==> config.mk <==
export PLATFORM = sky130hd
export DESIGN_NAME = sync_frame_parser_fletcher8
export DESIGN_NICKNAME = d
export VERILOG_FILES = /design/src/sfp_pkg.sv /design/src/sfp_cfg.sv /design/src/sfp_core.sv /design/src/sfp_out.sv /design/src/sync_frame_parser_fletcher8.sv
export SDC_FILE = /design/constraint.sdc
export NUM_CORES = 1
export LEC_CHECK = 0
export BUFFER_PORTS_ARGS = -buffer_cell sky130_fd_sc_hd__buf_2
export CORE_ASPECT_RATIO = 1.75
export CORE_UTILIZATION = 52
export DETAILED_ROUTE_END_ITERATION = 12
export PLACE_DENSITY = 0.8
export SLEW_MARGIN = 40
export SYNTH_ARGS = -nofsm -noshare
export SYNTH_HDL_FRONTEND = slang
export SYNTH_HIERARCHICAL = 1
export SYNTH_SLANG_ARGS = --single-unit
==> constraint.sdc <==
create_clock -name clk -period 3.7 [get_ports clk]
set_input_delay 0.74 -clock clk [delete_from_list [all_inputs] [get_ports clk]]
set_output_delay 0.74 -clock clk [all_outputs]
set_load 0.05 [all_outputs]
==> src/sfp_pkg.sv <==
// Shared types and constants for the sync-framed message parser.
// Used by sfp_cfg, sfp_core, sfp_out and sync_frame_parser_fletcher8.
`default_nettype none
package sfp_pkg;

  localparam int MAX_PAYLOAD = 1024;
  localparam int IDX_W = 10;
  localparam int POS_W = ($clog2(MAX_PAYLOAD + 1) > IDX_W) ? $clog2(MAX_PAYLOAD + 1) : IDX_W;

  localparam logic [7:0] SYNC_FIRST_RST  = 8'hB5;
  localparam logic [7:0] SYNC_SECOND_RST = 8'h62;

  localparam logic [7:0] ACK_CLASS = 8'h05;
  localparam logic [7:0] ACK_ID    = 8'h01;
  localparam logic [7:0] NACK_ID   = 8'h00;

  localparam logic [15:0] CNT_MAX = 16'hFFFF;

  // Configuration register indexes (byte address bit 2).
  localparam logic REG_SYNC_FIRST  = 1'b0;
  localparam logic REG_SYNC_SECOND = 1'b1;

  typedef enum logic [1:0] {
    KIND_PAYLOAD  = 2'd0,
    KIND_GOOD     = 2'd1,
    KIND_BAD_CK   = 2'd2,
    KIND_TOO_LONG = 2'd3
  } kind_t;

  typedef struct packed {
    kind_t             kind;
    logic [7:0]        data;
    logic [IDX_W-1:0]  byte_index;
    logic [7:0]        frame_class;
    logic [7:0]        msg_id;
    logic [15:0]       frame_length;
    logic [15:0]       good_count;
    logic [15:0]       error_count;
    logic              ack_seen;
    logic              nack_seen;
  } result_t;

  typedef struct packed {
    logic [7:0] sync_first;
    logic [7:0] sync_second;
  } cfg_t;

endpackage
`default_nettype wire

==> src/sfp_cfg.sv <==
// APB-style configuration registers holding the two sync byte values.
// Depends on sfp_pkg for reset values and register indexes.
`default_nettype none
module sfp_cfg
  import sfp_pkg::*;
(
  input  wire logic        clk,
  input  wire logic        rst_n,
  input  wire logic        cfg_psel,
  input  wire logic        cfg_penable,
  input  wire logic        cfg_pwrite,
  input  wire logic [2:0]  cfg_paddr,
  input  wire logic [31:0] cfg_pwdata,
  output logic [31:0]      cfg_prdata,
  output logic             cfg_pready,
  output cfg_t             cfg
);

  logic [7:0] sync_first_r;
  logic [7:0] sync_second_r;
  logic       wr_en;

  assign cfg_pready = 1'b1;
  assign wr_en = cfg_psel && cfg_penable && cfg_pwrite;

  always_ff @(posedge clk) begin
    if (!rst_n) begin
      sync_first_r  <= SYNC_FIRST_RST;
      sync_second_r <= SYNC_SECOND_RST;
    end else if (wr_en) begin
      if (cfg_paddr[2] == REG_SYNC_FIRST) sync_first_r <= cfg_pwdata[7:0];
      else                                sync_second_r <= cfg_pwdata[7:0];
    end
  end

  always_comb begin
    if (cfg_paddr[2] == REG_SYNC_FIRST) cfg_prdata = {24'd0, sync_first_r};
    else                                cfg_prdata = {24'd0, sync_second_r};
  end

  assign cfg.sync_first  = sync_first_r;
  assign cfg.sync_second = sync_second_r;

endmodule
`default_nettype wire

==> src/sfp_core.sv <==
// Frame state machine, running Fletcher-8 sum, counters and sticky flags.
// Computes at most one result per accepted byte; depends on sfp_pkg.
`default_nettype none
module sfp_core
  import sfp_pkg::*;
(
  input  wire logic       clk,
  input  wire logic       rst_n,
  input  wire logic       step,
  input  wire logic [7:0] rx_byte,
  input  wire cfg_t       cfg,
  output logic            res_valid,
  output result_t         res
);

  typedef enum logic [2:0] {
    PH_WAIT, PH_CLASS, PH_ID, PH_LEN_LO, PH_LEN_HI, PH_DATA, PH_CK_A, PH_CK_B
  } phase_t;

  phase_t           phase_r, phase_nxt;
  logic [7:0]       last_byte_r;
  logic [7:0]       class_r, class_nxt;
  logic [7:0]       id_r, id_nxt;
  logic [15:0]      len_r, len_nxt;
  logic [POS_W-1:0] pos_r, pos_nxt;
  logic [7:0]       sum_a_r, sum_a_nxt;
  logic [7:0]       sum_b_r, sum_b_nxt;
  logic [7:0]       ck_a_r, ck_a_nxt;
  logic [15:0]      good_r, good_nxt;
  logic [15:0]      bad_r, bad_nxt;
  logic             ack_r, ack_nxt;
  logic             nack_r, nack_nxt;
  logic [7:0]       add_a, add_b;
  logic [15:0]      len_full;
  logic [POS_W:0]   pos_inc;
  kind_t            kind;

  assign add_a    = sum_a_r + rx_byte;
  assign add_b    = sum_b_r + add_a;
  assign len_full = {rx_byte, len_r[7:0]};
  assign pos_inc  = {1'b0, pos_r} + 1'b1;

  always_comb begin
    phase_nxt = phase_r;
    class_nxt = class_r;
    id_nxt    = id_r;
    len_nxt   = len_r;
    pos_nxt   = pos_r;
    sum_a_nxt = sum_a_r;
    sum_b_nxt = sum_b_r;
    ck_a_nxt  = ck_a_r;
    good_nxt  = good_r;
    bad_nxt   = bad_r;
    ack_nxt   = ack_r;
    nack_nxt  = nack_r;
    res_valid = 1'b0;
    kind      = KIND_PAYLOAD;
    unique case (phase_r)
      PH_WAIT: begin
        if (rx_byte == cfg.sync_second && last_byte_r == cfg.sync_first) begin
          phase_nxt = PH_CLASS;
          class_nxt = '0;
          id_nxt    = '0;
          len_nxt   = '0;
          pos_nxt   = '0;
          sum_a_nxt = '0;
          sum_b_nxt = '0;
          ck_a_nxt  = '0;
        end
      end
      PH_CLASS: begin
        class_nxt = rx_byte;
        sum_a_nxt = add_a;
        sum_b_nxt = add_b;
        phase_nxt = PH_ID;
      end
      PH_ID: begin
        id_nxt    = rx_byte;
        sum_a_nxt = add_a;
        sum_b_nxt = add_b;
        phase_nxt = PH_LEN_LO;
      end
      PH_LEN_LO: begin
        len_nxt   = {8'd0, rx_byte};
        sum_a_nxt = add_a;
        sum_b_nxt = add_b;
        phase_nxt = PH_LEN_HI;
      end
      PH_LEN_HI: begin
        len_nxt   = len_full;
        sum_a_nxt = add_a;
        sum_b_nxt = add_b;
        pos_nxt   = '0;
        if (len_full > 16'(MAX_PAYLOAD)) begin
          bad_nxt   = (bad_r == CNT_MAX) ? bad_r : bad_r + 16'd1;
          phase_nxt = PH_WAIT;
          kind      = KIND_TOO_LONG;
          res_valid = 1'b1;
        end else if (len_full == 16'd0) begin
          phase_nxt = PH_CK_A;
        end else begin
          phase_nxt = PH_DATA;
        end
      end
      PH_DATA: begin
        sum_a_nxt = add_a;
        sum_b_nxt = add_b;
        kind      = KIND_PAYLOAD;
        res_valid = 1'b1;
        if (17'(pos_inc) >= {1'b0, len_r}) phase_nxt = PH_CK_A;
        pos_nxt = pos_inc[POS_W-1:0];
      end
      PH_CK_A: begin
        ck_a_nxt  = rx_byte;
        phase_nxt = PH_CK_B;
      end
      PH_CK_B: begin
        phase_nxt = PH_WAIT;
        res_valid = 1'b1;
        if (ck_a_r == sum_a_r && rx_byte == sum_b_r) begin
          good_nxt = (good_r == CNT_MAX) ? good_r : good_r + 16'd1;
          if (class_r == ACK_CLASS) begin
            if (id_r == ACK_ID)       ack_nxt  = 1'b1;
            else if (id_r == NACK_ID) nack_nxt = 1'b1;
          end
          kind = KIND_GOOD;
        end else begin
          bad_nxt = (bad_r == CNT_MAX) ? bad_r : bad_r + 16'd1;
          kind    = KIND_BAD_CK;
        end
      end
      default: phase_nxt = PH_WAIT;
    endcase
  end

  // Result fields carry the state as it stands after this byte.
  always_comb begin
    res.kind         = kind;
    res.data         = (kind == KIND_PAYLOAD) ? rx_byte : 8'd0;
    res.byte_index   = (kind == KIND_PAYLOAD) ? pos_r[IDX_W-1:0] : '0;
    res.frame_class  = class_nxt;
    res.msg_id       = id_nxt;
    res.frame_length = len_nxt;
    res.good_count   = good_nxt;
    res.error_count  = bad_nxt;
    res.ack_seen     = ack_nxt;
    res.nack_seen    = nack_nxt;
  end

  always_ff @(posedge clk) begin
    if (!rst_n) begin
      phase_r     <= PH_WAIT;
      last_byte_r <= '0;
      class_r     <= '0;
      id_r        <= '0;
      len_r       <= '0;
      pos_r       <= '0;
      sum_a_r     <= '0;
      sum_b_r     <= '0;
      ck_a_r      <= '0;
      good_r      <= '0;
      bad_r       <= '0;
      ack_r       <= 1'b0;
      nack_r      <= 1'b0;
    end else if (step) begin
      phase_r     <= phase_nxt;
      last_byte_r <= rx_byte;
      class_r     <= class_nxt;
      id_r        <= id_nxt;
      len_r       <= len_nxt;
      pos_r       <= pos_nxt;
      sum_a_r     <= sum_a_nxt;
      sum_b_r     <= sum_b_nxt;
      ck_a_r      <= ck_a_nxt;
      good_r      <= good_nxt;
      bad_r       <= bad_nxt;
      ack_r       <= ack_nxt;
      nack_r      <= nack_nxt;
    end
  end

endmodule
`default_nettype wire

==> src/sfp_out.sv <==
// Output register for result beats; accepts a new result in the cycle
// the held one is taken. Depends on sfp_pkg for the result struct.
`default_nettype none
module sfp_out
  import sfp_pkg::*;
(
  input  wire logic    clk,
  input  wire logic    rst_n,
  input  wire logic    load,
  input  wire result_t res,
  output logic         can_load,
  output logic         out_valid,
  input  wire logic    out_ready,
  output result_t      out_res
);

  logic    valid_r;
  result_t res_r;

  assign can_load  = !valid_r || out_ready;
  assign out_valid = valid_r;
  assign out_res   = res_r;

  always_ff @(posedge clk) begin
    if (!rst_n) begin
      valid_r <= 1'b0;
    end else if (load) begin
      valid_r <= 1'b1;
    end else if (out_ready) begin
      valid_r <= 1'b0;
    end
  end

  always_ff @(posedge clk) begin
    if (load) res_r <= res;
  end

endmodule
`default_nettype wire

==> src/sync_frame_parser_fletcher8.sv <==
// Top level of the sync-framed message parser with Fletcher-8 check.
// Instantiates sfp_cfg, sfp_core and sfp_out; depends on sfp_pkg.
//
// Use: received bytes enter one per beat on the in_ stream (in_tdata holds
// the byte). The parser hunts for the two sync bytes, reads class, id and a
// little-endian 16-bit length, forwards each payload byte as a beat on the
// out_ stream, and ends each frame with one beat saying good, checksum
// failure or length too long. Sync bytes, the other header bytes and the
// first check byte give no beat. out_tuser carries the beat kind; out_tdata
// carries the byte, its index and the frame and counter status.
// A result is registered and appears on out_ in the cycle after its byte is accepted.
// Throughput: one byte per cycle while in_tready is high; the state update and
// running sum finish in the cycle the byte is accepted.
// Stall: while a result waits and out_tready is low, in_tready is low;
// in_tready follows out_tready in the same cycle, so nothing is dropped.
// Reset (rst_n low, synchronous) clears the parser, counters and flags and
// loads the sync registers with 0xB5 and 0x62. Registers sit on the cfg_
// APB port at byte addresses 0 (first sync) and 4 (second sync).
`default_nettype none
module sync_frame_parser_fletcher8
  import sfp_pkg::*;
(
  input  wire logic        clk,
  input  wire logic        rst_n,
  input  wire logic        in_tvalid,
  output logic             in_tready,
  input  wire logic [7:0]  in_tdata,   // [7:0] rx_byte
  output logic             out_tvalid,
  input  wire logic        out_tready,
  output logic [87:0]      out_tdata,  // [7:0] data, [17:8] byte_index,
                                       // [25:18] frame_class, [33:26] msg_id,
                                       // [49:34] frame_length,
                                       // [65:50] good_count,
                                       // [81:66] error_count, [82] ack_seen,
                                       // [83] nack_seen, [87:84] zero
  output logic [1:0]       out_tuser,  // [1:0] kind
  input  wire logic        cfg_psel,
  input  wire logic        cfg_penable,
  input  wire logic        cfg_pwrite,
  input  wire logic [2:0]  cfg_paddr,
  input  wire logic [31:0] cfg_pwdata,
  output logic [31:0]      cfg_prdata,
  output logic             cfg_pready
);

  cfg_t    cfg;
  logic    step;
  logic    res_valid;
  result_t res;
  logic    can_load;
  result_t out_res;

  assign in_tready = can_load;
  assign step      = in_tvalid && in_tready;

  sfp_cfg u_cfg (
    .clk         (clk),
    .rst_n       (rst_n),
    .cfg_psel    (cfg_psel),
    .cfg_penable (cfg_penable),
    .cfg_pwrite  (cfg_pwrite),
    .cfg_paddr   (cfg_paddr),
    .cfg_pwdata  (cfg_pwdata),
    .cfg_prdata  (cfg_prdata),
    .cfg_pready  (cfg_pready),
    .cfg         (cfg)
  );

  sfp_core u_core (
    .clk       (clk),
    .rst_n     (rst_n),
    .step      (step),
    .rx_byte   (in_tdata),
    .cfg       (cfg),
    .res_valid (res_valid),
    .res       (res)
  );

  sfp_out u_out (
    .clk       (clk),
    .rst_n     (rst_n),
    .load      (step && res_valid),
    .res       (res),
    .can_load  (can_load),
    .out_valid (out_tvalid),
    .out_ready (out_tready),
    .out_res   (out_res)
  );

  assign out_tuser = out_res.kind;
  assign out_tdata = {4'd0, out_res.nack_seen, out_res.ack_seen, out_res.error_count,
                      out_res.good_count, out_res.frame_length, out_res.msg_id,
                      out_res.frame_class, out_res.byte_index, out_res.data};

endmodule
`default_nettype wire

==> key figures, run 1 <==
Finish
  – Final nets: about 1300
  – Layout cell share with drive strength beyond 1: 19.3%
  – Layout area overhead: 12.3%
  – Most common cell after layout, fill and taps aside: dfxtp_1
  – Non-Filler Instances: 1475
  – Final Util: 59.6%
  – Most frequent cells in the layout: dfxtp_1, buf_2, nand2_1

Setup path
  – Slowest stage delay, CP: 0.47 ns
  – R2R Setup Slk: ~0.5 ns
  – Number of buffers and inverters on the critical path: 2
  – CP cell instances: ha_1 > fa_1 > a21o_1 > a21oi_1 > xnor2_1 > ha_1 > inv_1 > nor2_1 > a2111oi_0 > buf_4 > nor2_1 > or3b_2 > nand4_1
  – Critical path peak fanout: 3
  – CP Launch Type: register
  – Critical-path top delay cell: or3b_2
  – Crit end category: register
  – Critical path arrival: 3.63 ns
  – Critical Path Stages: 13
  – CP required: between 4 and 5 ns
  – Worst path top cell family by delay: adder cells
  – Worst reg2reg path depth: 13
  – Crit Path Category: register to register
  – FF-to-FF End: u_core/sum_b_r[7]
  – R2R Path Start: u_core/sum_a_r[0]

Timing
  – Fin crit share: 86.4%
  – RSZ-0062 raised after global routing: no
  – Setup TNS: 0 ns
  – Min setup slack post-route: 0.501 ns
  – Hold Worst Slack: 0.483 ns
  – Slew HR: 45.6%
  – Fmax: 0.313 GHz
  – Tmin final: ~3.2 ns
  – Worst slew pin tran: 0.808 ns
  – Clock Skews: 0.0118 ns
  – Final setup fails: 0
  – Max Slew Vio Count: 0
  – Fin. Hold Viols: 0

Pwr
  – Pwr/cell area: ~390 nW/um2
  – Clock Power Share: 43.0%
  – NetSw: 1.08 mW
  – Power Internal: 3.73 mW
  – Peak VDD IR: 0.319 mV
  – Comb power frac: 5.8%
  – Sw Share: a little under a quarter
  – Sequential power share: about half
  – Leakage: between 4 and 5 nW

Synthesis
  – Top cell type's share of synthesized area: 23.2%
  – Register area share after synthesis: 46.5%
  – Avg Synthesized Cell Area: 10.0 um2
  – Yosys top cell by area: dfxtp_1
  – Main flop type after synthesis: dfxtp_1
  – Post-Syn Instances: 1106
  – Synth Register Bits: 215
  – Synth cell types: 89
  – Number of synthesized flops with an enable pin: 86
  – Post-synth ARST share: 0%
  – Synth top area cells: dfxtp_1, edfxtp_1, xnor2_1, ha_1, nand2_1
  – Synth Warn #: 6
  – Synth Cell Area: 11100 um2

Hold path
  – Class of the worst hold path: register to register
  – Hold endpoint: u_core/nack_r
  – HP Start: u_core/nack_r
  – Worst Hold Depth: 2

Run
  – Max-capacitance violation count: 0

Clock network
  – Post-CTS Hold Buffers: 0
  – Root Buffer: clkbuf_16
  – Post-CTS setup repair buffer count: 0
  – Worst-path clk slew: 0.07 ns
  – Longest Clk Path Bufs: 3
  – Clk_lat worst skew: 0.49 ns
  – # resized after CTS: 0
  – CTS Sinks: between 200 and 250
  – Num CTS Buffers: 20
  – H-tree depth: 1
  – TritonCTS clock tree: yes

Status
  – Status: finished, final reports clean

Placement
  – Number of instances in the placed design: 1438
  – Dpl hpwl: ~18000 um
  – Pre-CTS setup slack: 0.0296 ns
  – IO buf count: ~120
  – GP Congestion: a little under 0.9

Floorplanning
  – IO Pins: 175
  – Die width: roughly 110 um
  – Full die area: 22000 um2
  – Core Area: ~21000 um2
  – Initial Utilization: a little over half
  – Site row count: 70
  – Die Span Y: just under 200 um

Global routing
  – Initial antenna violation count: 1
  – Number of global-route vias before repair: 8522
  – First-pass GRT wire length: 41300 um
  – Largest net degree at the start of global routing: 46
  – GRT Total Usage: 23.3%
  – Congestion Overflow GR: 0

Route
  – Post-DRT Antenna Nets: 0
  – Drt pass-1 iters: 5
  – Vias per cell: 5.95
  – Drc violations: 0
  – DRT iter0 DRCs: 549
  – Drt total wl: 25300 um
  – DR WL/cell: 17.2 um
  – Routed vias: ~8800
routing by layer:
metal	GRT usage [%]	share of wire (%)	wire, um	vias to the layer above
met5	0	0	0	-
met4	11.7	4.4	1120	0
met3	2.98	5.0	1270	75
met2	44.2	53	13500	301
met1	24.9	37	9440	4209
li1	-	-	-	4189
power groups by stage:
stage / Sequential [mW] / Clock [mW] / Combinational (mW)
4_1_cts: 2.46 / 2.10 / 0.278
3_5_place_dp: 2.51 / 0 / 0.277
5_1_grt: 2.46 / 2.19 / 0.298
2_1_floorplan: 2.51 / 0 / 0.234
3_3_place_gp: 2.51 / 0 / 0.273
6_report: 2.46 / 2.07 / 0.280
worst min-delay path, delay by kind of cell (launching register included):
kind	cells	cell delay [ns]
AOI/OAI and AO/OA	1	0.05
DFF	1	0.33
and+or+nand+nor	1	0.07
kinds of logic after synthesis:
logic type               after synthesis  share of synthesized area [%]
other                                  3                          0.101
multiplexers                          46                           4.30
AND/OR/NAND/NOR                      380                           17.8
flip-flops                           215                           46.5
buffers and inverters                117                           5.70
adder cells (fa/ha/maj)               31                           3.63
AO/OA/AOI/OAI                        238                           16.0
XOR/XNOR                              76                           5.99
state kept, by name (all words and copies together), names as in the netlist:
register             count
u_cfg/sync_first_r       8
u_core/len_r            16
u_core/good_r           16
u_core/nack_r            1
u_out/out_res           86
u_core/pos_r            11
u_out/out_valid          1
u_core/ck_a_r            8
u_core/phase_r           3
u_core/sum_b_r           8
u_cfg/sync_second_r      8
u_core/bad_r            16
u_core/id_r              8
u_core/class_r           8
u_core/ack_r             1
u_core/last_byte_r       8
u_core/sum_a_r           8
how the worst max path moves through the flow:
stage                            from                end  slack, ns
floorplan                 in_tdata[0]  u_core/sum_b_r[7]       0.13
global placement          in_tdata[0]  u_core/sum_b_r[7]      -0.03
detailed placement        in_tdata[0]  u_core/sum_b_r[7]       0.03
CTS                 u_core/sum_a_r[0]  u_core/sum_b_r[7]       0.49
global route        u_core/sum_a_r[1]  u_core/sum_b_r[7]       0.32
finish              u_core/sum_a_r[0]  u_core/sum_b_r[7]       0.50
synth_stat cells, types with 29 or more instances:
| cell type | instances |
|---|---|
| a21oi_1 | 51 |
| a22o_1 | 32 |
| buf_4 | 33 |
| clkbuf_1 | 36 |
| dfxtp_1 | 129 |
| edfxtp_1 | 86 |
| ha_1 | 29 |
| mux2i_1 | 32 |
| nand2_1 | 96 |
| nand3_1 | 38 |
| nor2_1 | 79 |
| xnor2_1 | 51 |
through the flow:
| step | cell area, um2 | total power, mW |
|---|---|---|
| 5_1_grt | 12500 | 4.95 |
| 3_5_place_dp | 11800 | 2.79 |
| 3_3_place_gp | 11800 | 2.79 |
| 6_report | 12500 | 4.81 |
| 2_1_floorplan | 11200 | 2.75 |
| 4_1_cts | 12500 | 4.84 |
final cells by class:
type | count | area [um2]
antenna | 1 | 2.50
clock buffer | 26 | 554
clock inverter | 10 | 103
fill | 1719 | 8450
inverter | 26 | 97.6
multi-input combinational | 800 | 5430
sequential | 215 | 5160
tap | 252 | 315
timing repair buffer | 145 | 816
Power figures use the tool's default switching activity.
==> inputs of run 2 (changes only) <==
--- a/config.mk
+++ b/config.mk
@@ -5,11 +5,12 @@
 export SDC_FILE = /design/constraint.sdc
 export NUM_CORES = 1
 export LEC_CHECK = 0
+export ABC_CLOCK_PERIOD_IN_PS = 3700
 export BUFFER_PORTS_ARGS = -buffer_cell sky130_fd_sc_hd__buf_2
 export CORE_ASPECT_RATIO = 1.75
 export CORE_UTILIZATION = 52
 export DETAILED_ROUTE_END_ITERATION = 12
-export PLACE_DENSITY = 0.8
+export PLACE_DENSITY = 0.73
 export SLEW_MARGIN = 40
 export SYNTH_ARGS = -nofsm -noshare
 export SYNTH_HDL_FRONTEND = slang
==> run 2 against run 1 <==
  * Wire length up 3.1%
  * Critical endpoint unchanged
  * Critical path type is now primary input to register
  * Fmax shrank 3.5%
  * Die area unchanged
==> key figures, run 2 (synthesis gave the netlist of run 1 again) <==
Finish
  – Layout area overhead: 12.7%
  – Most frequent cells in the layout: dfxtp_1, buf_2, nand2_1
  – Layout cell share with drive strength beyond 1: 19.2% (-0.063 points)
  – Largest register FFs: 86 (unchanged)
  – Non-Filler Instances: 1478 (+0.20%)
  – Most common cell after layout, fill and taps aside: dfxtp_1
  – # diodes: 0 (-1)
  – Final nets: 1293 (+0.31%)

Timing
  – Slew HR: 46.2% (+0.57 points)
  – Max Slew Vio Count: 0 (unchanged)
  – Fin crit share: 89.6% (+3.2 points)
  – Tmin final: 3.32 ns (+0.117 ns)
  – RSZ-0062 raised after global routing: no
  – Final setup fails: 0 (unchanged)
  – Min setup slack post-route: 0.384 ns (-0.117 ns)
  – Fmax: 0.302 GHz (-3.5%)
  – Worst slew pin tran: 0.800 ns (-0.00841 ns)
  – Clock Skews: 0.0149 ns (+0.00316 ns)
  – Fin. Hold Viols: 0 (unchanged)
  – Setup TNS: 0 ns (unchanged)

Placement
  – Number of instances in the placed design: 1442 (+0.28%)
  – Pre-CTS setup slack: -0.0105 ns (-0.0401 ns)
  – IO buf count: 119 (unchanged)
  – Dpl hpwl: 18300 um (+2.2%)
  – GP Congestion: 0.914 (+2.4%)

Setup path
  – Slowest stage delay, CP: 0.47 ns (about the same)
  – Crit end category: register
  – CP cell instances: buf_2 > ha_1 > fa_1 > a21o_1 > a21oi_1 > xnor2_1 > ha_1 > inv_1 > nor2_1 > a2111oi_0 > buf_4 > nor2_1 > or3b_2 > nand4_1
  – CP required: 4.13 ns (about the same)
  – Crit Path Category: primary input to register
  – Critical path arrival: 3.75 ns (+0.12 ns)
  – Critical-path top delay cell: a2111oi_0
  – Critical path peak fanout: 2 (-1)
  – CP Launch Type: primary input

Clock network
  – Num CTS Buffers: 20 (unchanged)
  – TritonCTS clock tree: yes
  – CTS Sinks: 215 (unchanged)
  – Root Buffer: clkbuf_16
  – H-tree depth: 1 (unchanged)
  – # resized after CTS: 0 (unchanged)
  – Worst-path clk slew: 0.07 ns (about the same)
  – Clk_lat worst skew: 0.50 ns (about the same)
  – Post-CTS setup repair buffer count: 0 (unchanged)
  – Longest Clk Path Bufs: 3 (unchanged)
  – Post-CTS Hold Buffers: 0 (unchanged)

Floorplanning
  – Site row count: 70 (unchanged)
  – Die Span Y: 195 um (unchanged)
  – Initial Utilization: 53.1% (unchanged)
  – Full die area: 22000 um2 (unchanged)
  – Core Area: 20900 um2 (unchanged)
  – IO Pins: 175 (unchanged)
  – Die width: 112 um (unchanged)

Route
  – Drt total wl: 26100 um (+3.1%)
  – Drt pass-1 iters: 7 (+2)
  – Vias per cell: 5.96 (+0.27%)
  – Post-DRT Antenna Nets: 0 (unchanged)
  – DRT iter0 DRCs: 482 (-12%)
  – Routed vias: 8816 (+0.48%)
  – Drc violations: 0 (unchanged)
  – DR WL/cell: 17.7 um (+2.9%)

Global routing
  – Initial antenna violation count: 0 (-1)
  – First-pass GRT wire length: 41900 um (+1.4%)
  – GRT Total Usage: 23.8% (+0.56 points)
  – Number of global-route vias before repair: 8455 (-0.79%)
  – Largest net degree at the start of global routing: 102 (+120%)
  – Congestion Overflow GR: 0 (unchanged)

Run
  – Max-capacitance violation count: 0 (unchanged)

Hold path
  – Class of the worst hold path: register to register

Status
  – Status: finished, final reports clean

Pwr
  – Peak VDD IR: 0.415 mV (+30%)
  – Pwr/cell area: 387 nW/um2 (+0.32%)
  – Leakage: 4.76 nW (+0.22%)
==> run 2: power by group <==
part           total [mW]  switching, mW  internal, mW  leakage [nW]
registers            2.46        0.00731          2.45          1.84
logic               0.282          0.210        0.0724          2.61
clock network        2.10          0.883          1.21         0.313
total                4.84           1.10          3.74          4.76
==> run 2: cell type report <==
class | count | area [um2]
tap | 252 | 315
fill | 1754 | 8410
sequential | 215 | 5160
clock inverter | 12 | 150
timing repair buffer | 149 | 858
clock buffer | 24 | 515
multi-input combinational | 800 | 5420
inverter | 26 | 97.6
==> run 2: worst max-delay path: cells and delay by family <==
family,cells,cell delay (ns)
compound gates,3,0.88
fa+ha+maj,3,0.90
simple gates,4,0.67
xor+xnor,1,0.19
buf+inv,3,0.38
==> run 2: final timing paths <==
check	end	from	slack, ns	cells after the start
min reg2reg	u_core/nack_r	u_core/nack_r	0.48	2
min	u_core/nack_r	u_core/nack_r	0.48	2
max reg2reg	u_core/sum_b_r[7]	u_core/sum_a_r[0]	0.40	13
max	u_core/sum_b_r[7]	in_tdata[0]	0.38	14
==> run 2: through the flow <==
| step | instance area, um2 | power, mW | hold slack [ns] | util (%) |
|---|---|---|---|---|
| after floorplan | 11200 | 2.75 | 0.439 | - |
| after global placement | 11900 | 2.79 | 0.451 | 56.6 |
| after detailed placement | 11900 | 2.79 | 0.464 | 56.6 |
| after CTS | 12500 | 4.89 | 0.480 | 59.8 |
| after global routing | 12500 | 5.00 | 0.489 | 59.8 |
| final | 12500 | 4.84 | 0.477 | 59.8 |
==> run 2: metal layers <==
metal	routed length, um	vias up	part of all wire, %	GRT usage (%)
li1	-	4197	-	-
met1	9920	4240	38	25.8
met2	13900	307	53	45.4
met3	1290	72	4.9	3.13
met4	1050	0	4.0	10.9
met5	0	-	0	0
==> inputs of run 3 (changes only) <==
--- a/config.mk
+++ b/config.mk
@@ -10,7 +10,9 @@
 export CORE_ASPECT_RATIO = 1.75
 export CORE_UTILIZATION = 52
 export DETAILED_ROUTE_END_ITERATION = 12
+export GPL_ROUTABILITY_DRIVEN = 0
 export PLACE_DENSITY = 0.73
+export SETUP_SLACK_MARGIN = 0.5
 export SLEW_MARGIN = 40
 export SYNTH_ARGS = -nofsm -noshare
 export SYNTH_HDL_FRONTEND = slang
==> run 3 against run 2 <==
  * Non-clock buffer count fell by 3
  * Sequential power about the same
  * Design area decreased by 0.61%
  * Sequential share of layout area grew 0.26 points
  * Total power decreased by 3.1%
  * Flip-flop and latch count is the same
  * First-iteration DRC count increased by 3.1%
  * Wire length up 0.83%
  * Highest routed layer is now met5
  * Register-to-register slack improved by 0.30 ns
  * Clock power fell by 8%
==> key figures, run 3 (synthesis gave the netlist of run 1 again) <==
Finish
  – # diodes: 0 (unchanged)
  – Layout area overhead: 12.0%
  – Final Util: 59.5% (-0.36 points)
  – Most frequent cells in the layout: dfxtp_1, buf_2, nand2_1
  – Most common cell after layout, fill and taps aside: dfxtp_1
  – Largest register FFs: 86 (unchanged)
  – Post-route cell area: 12400 um2 (-0.61%)
  – Final nets: 1290 (-0.23%)
  – Layout cell share with drive strength beyond 1: 19.5% (+0.21 points)

Route
  – DR WL/cell: 17.9 um (+1.0%)
  – Vias per cell: 5.95 (-0.27%)
  – DRT iter0 DRCs: 497 (+3.1%)
  – Met2 WL: 14400 um (+3.6%)
  – Drc violations: 0 (unchanged)
  – M1 WL: 9960 um (+0.48%)
  – Top Metal Used: met5
  – Drt total wl: 26300 um (+0.83%)
  – Drt pass-1 iters: 5 (-2)
  – WL met3: 1190 um (-7.7%)
  – Routed vias: 8774 (-0.48%)
  – Post-DRT Antenna Nets: 0 (unchanged)

Run
  – Max-capacitance violation count: 0 (unchanged)

Setup path
  – R2R Path Start: u_core/sum_a_r[0]
  – CP required: 4.14 ns (about the same)
  – R2R Setup Slk: 0.70 ns (+0.30 ns)
  – Worst reg2reg path depth: 12 (-1)
  – Critical path arrival: 3.47 ns (-0.28 ns)
  – CP endpoint: u_core/sum_b_r[7]
  – FF-to-FF End: u_core/sum_b_r[7]
  – Crit. Startpoint: in_tdata[0]
  – Critical path peak fanout: 3 (+1)
  – Crit Path Category: primary input to register
  – CP Launch Type: primary input
  – Crit end category: register

Placement
  – Pre-CTS setup slack: 0.181 ns (+0.191 ns)
  – Placed instance area: 11800 um2 (-0.30%)
  – IO buf count: 119 (unchanged)
  – Dpl hpwl: 18600 um (+1.3%)

Clock network
  – H-tree depth: 1 (unchanged)
  – Worst-path clk slew: 0.06 ns (about the same)
  – Post-CTS setup repair buffer count: 0 (unchanged)
  – Num CTS Buffers: 20 (unchanged)
  – Clk_lat worst skew: 0.51 ns (about the same)
  – Root Buffer: clkbuf_16
  – TritonCTS clock tree: yes
  – CTS Sinks: 215 (unchanged)
  – Longest Clk Path Bufs: 3 (unchanged)

Floorplanning
  – Full die area: 22000 um2 (unchanged)
  – Die Span Y: 195 um (unchanged)
  – Die width: 112 um (unchanged)
  – IO Pins: 175 (unchanged)
  – Core Area: 20900 um2 (unchanged)
  – Site row count: 70 (unchanged)
  – Initial Utilization: 53.1% (unchanged)

Status
  – Status: finished, final reports clean

Pwr
  – PnR Total Power: 4.69 mW (-3.1%)
  – Pwr/cell area: 377 nW/um2 (-2.5%)
  – Leakage: 4.73 nW (-0.60%)
  – Peak VDD IR: 0.356 mV (-14%)

Timing
  – Fin. Hold Viols: 0 (unchanged)
  – Min setup slack post-route: 0.671 ns (+0.287 ns)
  – Setup TNS: 0 ns (unchanged)
  – Fmax: 0.330 GHz (+9.5%)
  – Slew HR: 46.0% (-0.26 points)
  – Worst slew pin tran: 0.803 ns (+0.00381 ns)
  – Tmin final: 3.03 ns (-0.287 ns)
  – Max Slew Vio Count: 0 (unchanged)
  – Clock Skews: 0.0232 ns (+0.00823 ns)
  – Final setup fails: 0 (unchanged)
  – RSZ-0062 raised after global routing: no
  – Fin crit share: 81.9% (-7.8 points)

Global routing
  – GRT Total Usage: 23.7% (-0.14 points)
  – Initial antenna violation count: 1 (+1)
  – Number of global-route vias before repair: 8340 (-1.4%)
  – Largest net degree at the start of global routing: 83 (-19%)
  – First-pass GRT wire length: 41800 um (-0.25%)
  – Congestion Overflow GR: 0 (unchanged)

Hold path
  – Class of the worst hold path: register to register
[run 3: cell count changes in the layout (fill, tap and decap cells not counted), moves of 2 or more]
| cell | change |
|---|---|
| a21oi_1 | -2 |
| a21oi_2 | +2 |
| buf_12 | -2 |
| bufinv_16 | -3 |
| clkbuf_8 | +2 |
| clkinv_1 | +2 |
| clkinvlp_4 | -3 |
[run 3: worst max-delay path: stages]
cell and delay (ns):
buf_2 0.12, ha_1 0.23, fa_2 0.36, a21o_1 0.18, a21oi_2 0.16, xnor2_1 0.17, ha_1 0.28, inv_2 0.08
nor2_1 0.07, a2111oi_2 0.42, nor2_1 0.09, or3b_2 0.47, nand4_1 0.09
[run 3: final cells by class]
| cell class | instances | area (um2) |
|---|---|---|
| fillers | 1804 | 8490 |
| multi-input cells | 800 | 5440 |
| flip-flops and latches | 215 | 5170 |
| repair buffers | 146 | 811 |
| clock buffers | 26 | 564 |
| well taps | 252 | 315 |
| inverters | 26 | 97.6 |
| clock inverters | 10 | 55.1 |
[run 3: per-stage QoR]
stage / hold WS (ns) / instances
floorplan: 0.439 / 1132
global placement: 0.452 / 1439
detailed placement: 0.465 / 1439
global route: 0.489 / 1475
CTS: 0.476 / 1475
finish: 0.479 / 1475
[run 3: report_power, final]
part,leakage (nW),switching (mW),internal (mW)
Combinational,2.59,0.211,0.0711
Sequential,1.84,0.00722,2.45
Clock,0.303,0.867,1.08
[run 3: metal layers]
metal,GRT usage (%),vias to the layer above
met4,9.38,2
met2,46.0,271
li1,-,4193
met1,25.6,4245
met5,0,-
met3,2.89,63
[run 3: worst min path at each step]
stage                  startpoint                endpoint  slack, ns  cells after the start
finish               u_core/ack_r            u_core/ack_r       0.48                      2
global route        cfg_pwdata[0]  u_cfg/sync_second_r[0]       0.49                      3
CTS                 cfg_pwdata[0]  u_cfg/sync_second_r[0]       0.48                      3
detailed placement   u_core/ack_r            u_core/ack_r       0.46                      2
global placement    u_core/nack_r           u_core/nack_r       0.45                      2
floorplan           u_core/nack_r           u_core/nack_r       0.44                      2
[run 3: timing repair]
| action | 4_1_cts | 5_1_grt |
|---|---|---|
| setup endpoints to repair | 0 | 1 |
| resized for setup | 0 | 2 |
| hold buffers | 0 | 0 |
